`src/hdl/tsw_pkg.sv`:
```
// package: widths, codes and helpers for the texture sampler
`timescale 1ns / 1ps
package tsw_pkg;
    localparam int MAX_WIDTH       = 256;
    localparam int MAX_HEIGHT      = 256;
    localparam int COORD_FRAC_BITS = 16;
    localparam int XW   = $clog2(MAX_WIDTH);
    localparam int YW   = $clog2(MAX_HEIGHT);
    localparam int AW   = XW + YW;
    localparam int DEPTH = MAX_WIDTH * MAX_HEIGHT;
    localparam int SZW  = 9;
    localparam int FB   = COORD_FRAC_BITS;
    localparam int TW   = FB + 1;
    localparam int CW   = 24;

    localparam logic [1:0] REG_WIDTH  = 2'd0;
    localparam logic [1:0] REG_HEIGHT = 2'd1;
    localparam logic [1:0] REG_BORDER = 2'd2;
    localparam logic [1:0] REG_FILTER = 2'd3;

    localparam logic [1:0] BM_REPEAT = 2'd0;
    localparam logic [1:0] BM_MIRROR = 2'd1;
    localparam logic [1:0] BM_CLAMP  = 2'd2;

    localparam logic KIND_LOAD   = 1'b0;
    localparam logic KIND_SAMPLE = 1'b1;

    typedef struct packed {
        logic [SZW-1:0] w;
        logic [SZW-1:0] h;
        logic [1:0]     border;
        logic           filter;
    } t_cfg;

    function automatic logic [TW-1:0] reduce(input logic [1:0] bm,
                                             input logic signed [CW-1:0] c);
        logic [TW-1:0] one;
        logic [TW-1:0] fr;
        begin
            one = TW'(1) << FB;
            fr  = {1'b0, c[FB-1:0]};
            reduce = fr;
            if (bm == BM_CLAMP) begin
                if (c < 0) reduce = '0;
                else if (c > $signed({{(CW-TW){1'b0}}, one})) reduce = one;
                else reduce = c[TW-1:0];
            end else if (bm == BM_MIRROR && c[FB]) begin
                reduce = one - fr;
            end
        end
    endfunction
endpackage

```
`src/hdl/tsw_addr.sv`:
```
// address stages: border reduction, scaling, neighbor coordinates
`timescale 1ns / 1ps
module tsw_addr import tsw_pkg::*; (
    input  logic                 i_clk,
    input  logic                 i_rst_n,
    input  logic                 i_en,
    input  t_cfg                 i_cfg,
    input  logic                 i_valid,
    input  logic signed [CW-1:0] i_u,
    input  logic signed [CW-1:0] i_v,
    output logic                 o_valid,
    output logic [XW-1:0]        o_x0,
    output logic [XW-1:0]        o_x1,
    output logic [YW-1:0]        o_y0,
    output logic [YW-1:0]        o_y1,
    output logic [FB:0]          o_fx,
    output logic [FB:0]          o_fy
);
    logic           r_v1, r_v2;
    logic [TW-1:0]  r_tu, r_tv;
    logic [SZW-1:0] r_mu, r_mv, r_lu, r_lv;
    logic           r_bil;
    logic [TW+SZW-1:0] n_su, n_sv;
    logic [TW+SZW-1:0] su, sv;
    logic [SZW-1:0] wc, hc;
    logic [SZW-1:0] xi, yi;

    always_comb begin
        wc = (i_cfg.w == '0) ? SZW'(1) : (i_cfg.w > SZW'(MAX_WIDTH)) ? SZW'(MAX_WIDTH) : i_cfg.w;
        hc = (i_cfg.h == '0) ? SZW'(1) : (i_cfg.h > SZW'(MAX_HEIGHT)) ? SZW'(MAX_HEIGHT)
                                                                      : i_cfg.h;
    end

    always_ff @(posedge i_clk) begin
        if (!i_rst_n) begin
            r_v1 <= 1'b0;
            r_v2 <= 1'b0;
        end else if (i_en) begin
            r_v1 <= i_valid;
            r_v2 <= r_v1;
        end
    end

    always_ff @(posedge i_clk) begin
        if (i_en) begin
            r_tu  <= reduce(i_cfg.border, i_u);
            r_tv  <= reduce(i_cfg.border, i_v);
            r_bil <= i_cfg.filter;
            r_mu  <= i_cfg.filter ? wc - SZW'(1) : wc;
            r_mv  <= i_cfg.filter ? hc - SZW'(1) : hc;
            r_lu  <= wc - SZW'(1);
            r_lv  <= hc - SZW'(1);
        end
    end

    assign n_su = TW'(r_tu) * r_mu;
    assign n_sv = TW'(r_tv) * r_mv;

    logic [TW+SZW-1:0] r_su, r_sv;
    logic [SZW-1:0]    r_lu2, r_lv2;
    logic              r_bil2;
    always_ff @(posedge i_clk) begin
        if (i_en) begin
            r_su <= n_su; r_sv <= n_sv;
            r_lu2 <= r_lu; r_lv2 <= r_lv; r_bil2 <= r_bil;
        end
    end

    always_comb begin
        su = r_su;
        sv = r_sv;
        xi = su[FB +: SZW];
        yi = sv[FB +: SZW];
        if (!r_bil2) begin
            if (xi > r_lu2) xi = r_lu2;
            if (yi > r_lv2) yi = r_lv2;
        end
    end

    always_ff @(posedge i_clk) begin
        if (!i_rst_n) o_valid <= 1'b0;
        else if (i_en) o_valid <= r_v2;
    end

    always_ff @(posedge i_clk) begin
        if (i_en) begin
            o_x0 <= xi[XW-1:0];
            o_y0 <= yi[YW-1:0];
            o_x1 <= xi[XW-1:0] + XW'(r_bil2 && su[FB-1:0] != '0);
            o_y1 <= yi[YW-1:0] + YW'(r_bil2 && sv[FB-1:0] != '0);
            o_fx <= r_bil2 ? {1'b0, su[FB-1:0]} : '0;
            o_fy <= r_bil2 ? {1'b0, sv[FB-1:0]} : '0;
        end
    end
endmodule

```
`config.mk`:
```
export PLATFORM = sky130hd
export DESIGN_NAME = tsw_addr
export DESIGN_NICKNAME = d
export VERILOG_FILES = /design/src/hdl/tsw_pkg.sv /design/src/hdl/tsw_addr.sv
export SDC_FILE = /design/constraint.sdc
export NUM_CORES = 1
export LEC_CHECK = 0
export CORE_MARGIN = 5
export CORE_UTILIZATION = 31
export DETAILED_ROUTE_END_ITERATION = 7
export DONT_BUFFER_PORTS = 1
export HOLD_SLACK_MARGIN = 0.15
export PLACE_DENSITY = 0.45
export SLEW_MARGIN = 10
export SYNTH_ARGS = -nofsm -noshare
export SYNTH_HDL_FRONTEND = slang
export SYNTH_SLANG_ARGS = --single-unit
export TNS_END_PERCENT = 100
```
`constraint.sdc`:
```
create_clock -name i_clk -period 9.2 [get_ports i_clk]
set_input_delay 2.76 -clock i_clk [delete_from_list [all_inputs] [get_ports i_clk]]
set_output_delay 2.76 -clock i_clk [all_outputs]
set_load 0.05 [all_outputs]
```
==> results.md <==
* Inserted Diodes at 0
* Sequential share of the synthesized area at 33.3%
* H-tree depth at 1
* Async SR Flop Fraction at 0%
* Syn Inst Count at 1,803
* Tot GR Track Use at 13.7%
* Fmax achieved at 0.181 GHz
* Ports at 140
* Post-route ant nets at 0
* Total Power at 7.86 mW
* Dpl cell area at 19,300 um^2
* Design area at 20,200 um^2
* CP Class: reg -> reg
* Residual DRC at 0
* Standard-cell rows at 89
* Clock tree from TritonCTS: done
* Mapped Area at 18,600 um^2
* Setup Buffers After CTS at 0
* Top cell type's share of synthesized area at 33.0%
* Layout fillers at 5,992
* Normalized max-slew margin at 40.0%
* Post-route minimum period at 5.52 ns
* Die area at 64,800 um^2
* WL per Instance at 17.2 um
* Slack of the critical path at 3.68 ns
* CTS Buf Count at 26
* Pre-antenna DRT Iters at 5
* VDD IR-drop max at 0.224 mV
* Crit end category: register
* HPWL Detailed at 34.5 mm
* Core Area at 59,100 um^2
* Reg2reg start: r_mv[1]$_DFFE_PP_
* Nets at 2,175
* Most area-hungry cell type in the Yosys netlist: edfxtp_1
* Largest net degree at the start of global routing at 208
* Leakage at 8.81 nW
* Hold Crit Start: r_bil$_DFFE_PP_
* Final max-slew violation count at 0
* RSZ-0062 raised after global routing: false
* Starting Density at 31.4%
* Ys Warns at 0
* Die width at 255 um
* Area Growth Syn to Fin at 8.75%
* First-pass GRT wire length at 71.1 mm
* Top cells by area, synth: edfxtp_1 (33%), fa_1 (23%), ha_1 (7.7%), and2_1 (7.0%), inv_1 (6.1%)
* Wire length on met1 at 19.3 mm
* Netlist cell types at 62
* Syn Area/Cell at 10.3 um^2
* Place WS at 3.61 ns
* Post-Route WL at 44.1 mm
* Reg clk slew, reported paths at 0.06 ns
* CP startpoint: r_mv[1]$_DFFE_PP_
* CP Launch Type: register
* Met3 wire length at 1.60 mm
* Initial antenna violation count at 0
* Clock root cell: clkbuf_16
* Vias at 12,000
* Number of flops mapped to enable cells by yosys at 204
* Vias in the first global route at 12,800
* Hold path depth at 0
* Worst path required time at 9.49 ns
* Yosys reg bits at 207
* Worst skew pair latency at 0.55 ns
* Worst Path Arrival at 5.81 ns
* Pwr per Cell Area at 390 nW/um^2
* Final period util at 60.0%
* Max-cap violations at 0
* Final Wtd Congestion at 0.830
* Status: completed
* R2R cell count at 16
* Sink Count at 207
* Port-buffer cells at 0
* Clock Skews at 0.0275 ns
* # hold bufs at CTS at 0
* Sum Neg Setup Slack at 0 ns
* Initial DRC Count at 499
* Slew @ Worst Pin at 0.892 ns
* Fin. Hold Viols at 0
* Post-synth top flop: edfxtp_1
* Dpl cells at 2,523
* Worst min path class: reg -> reg
* Die H at 255 um
* Final global-route overflow total at 0
* DR vias/cell at 4.68
* Clk buf depth at 3
* Layout cells sized above 1 at 4.12%
* DR WL met2 at 22.0 mm
* Final setup violation count at 0
* Fin cells at 2,571
* Cts repair resizes at 0
* CP max FO at 17
* Max layer used: met4
-- synthesized netlist by cell type (all sizes together) (4+ instances only) --
master / number
a211oi: 5
a21o: 17
a21oi: 44
a31oi: 5
and2: 212
and3: 9
and4: 5
buf: 5
clkbuf: 51
edfxtp: 204
fa: 210
ha: 114
inv: 303
mux2: 11
mux2i: 9
nand2: 214
nand2b: 10
nand3: 35
nand3b: 5
nor2: 43
nor2b: 13
nor3: 17
nor3b: 6
nor4: 17
o21a: 10
o21ai: 79
o21bai: 5
o31a: 4
o31ai: 13
or3: 6
xnor2: 59
xor2: 22
-- worst max-delay path, stage by stage (launching register included) --
cell       delay, ns
edfxtp_1        0.75
nand2_1         0.16
fa_1            0.53
inv_1           0.05
fa_1            0.50
fa_1            0.56
inv_1           0.06
fa_1            0.49
inv_1           0.05
ha_1            0.36
a21oi_1         0.16
o21ai_0         0.12
a2111oi_0       0.64
o2111ai_1       0.29
a31o_2          0.29
a21oi_1         0.19
xnor2_1         0.08
-- power by group --
| group | total (mW) | switching, mW | internal, mW |
|---|---|---|---|
| clock | 1.03 | 0.411 | 0.619 |
| combinational | 4.72 | 2.65 | 2.06 |
| sequential | 2.11 | 0.521 | 1.59 |
-- cells in the final DEF, fill, tap and decap left out, types with 22 or more instances in the layout --
| cell | n |
|---|---|
| fa_1 | 210 |
| clkbuf_16 | 27 |
| xor2_1 | 22 |
| inv_1 | 303 |
| a21oi_1 | 43 |
| xnor2_1 | 59 |
| nand3_1 | 35 |
| ha_1 | 114 |
| o21ai_0 | 78 |
| edfxtp_1 | 204 |
| nand2_1 | 214 |
| and2_1 | 207 |
| nor2_1 | 43 |
-- state kept, by name (all words and copies together) (netlist names) --
name,cells
r_tv,17
r_v1,1
r_mu,9
o_fy,16
o_valid,1
r_sv,25
o_x1,8
r_bil,1
r_tu,17
o_y0,8
r_lv,9
r_v2,1
r_lu2,9
r_bil2,1
o_x0,8
o_fx,16
r_lv2,9
r_su,25
r_lu,9
r_mv,9
o_y1,8
-- logic make-up after synthesis --
family          after synthesis  share of synthesized area [%]
simple gates                603                           16.8
xor+xnor                     81                           3.82
flops                       207                           33.3
compound gates              207                           7.10
other cells                   1                         0.0202
fa+ha+maj                   324                           30.4
buf+inv                     360                           7.41
mux                          20                           1.15
-- metal layers --
metal,GRT usage (%),vias to the layer above
li1,-,5796
met1,17.6,5942
met2,24.4,220
met3,2.18,66
met4,3.17,0
met5,0,-
-- path summary, 6_finish.rpt --
kind	endpoint	slack (ns)
hold / removal	r_bil2$_DFFE_PP_	0.40
setup / recovery	r_sv[21]$_DFFE_PP_	3.68
setup reg to reg	r_sv[21]$_DFFE_PP_	3.68
hold reg to reg	r_bil2$_DFFE_PP_	0.40
-- stage by stage --
step                      hold WS, ns  util (%)
final                           0.398      34.1
after global routing            0.422      34.1
after CTS                       0.397      34.1
after detailed placement        0.406      32.6
after global placement          0.401      32.6
after floorplan                 0.400         -
-- cell type report --
type	count	area [um^2]	area share [%]
flip-flops and latches	207	6190	30.7
repair buffers	2	15.0	0.0744
inverters	304	1140	5.66
clock inverters	20	191	0.949
well taps	773	967	4.79
clock buffers	28	679	3.37
multi-input cells	1237	11000	54.5
Power figures use the tool's default switching activity.
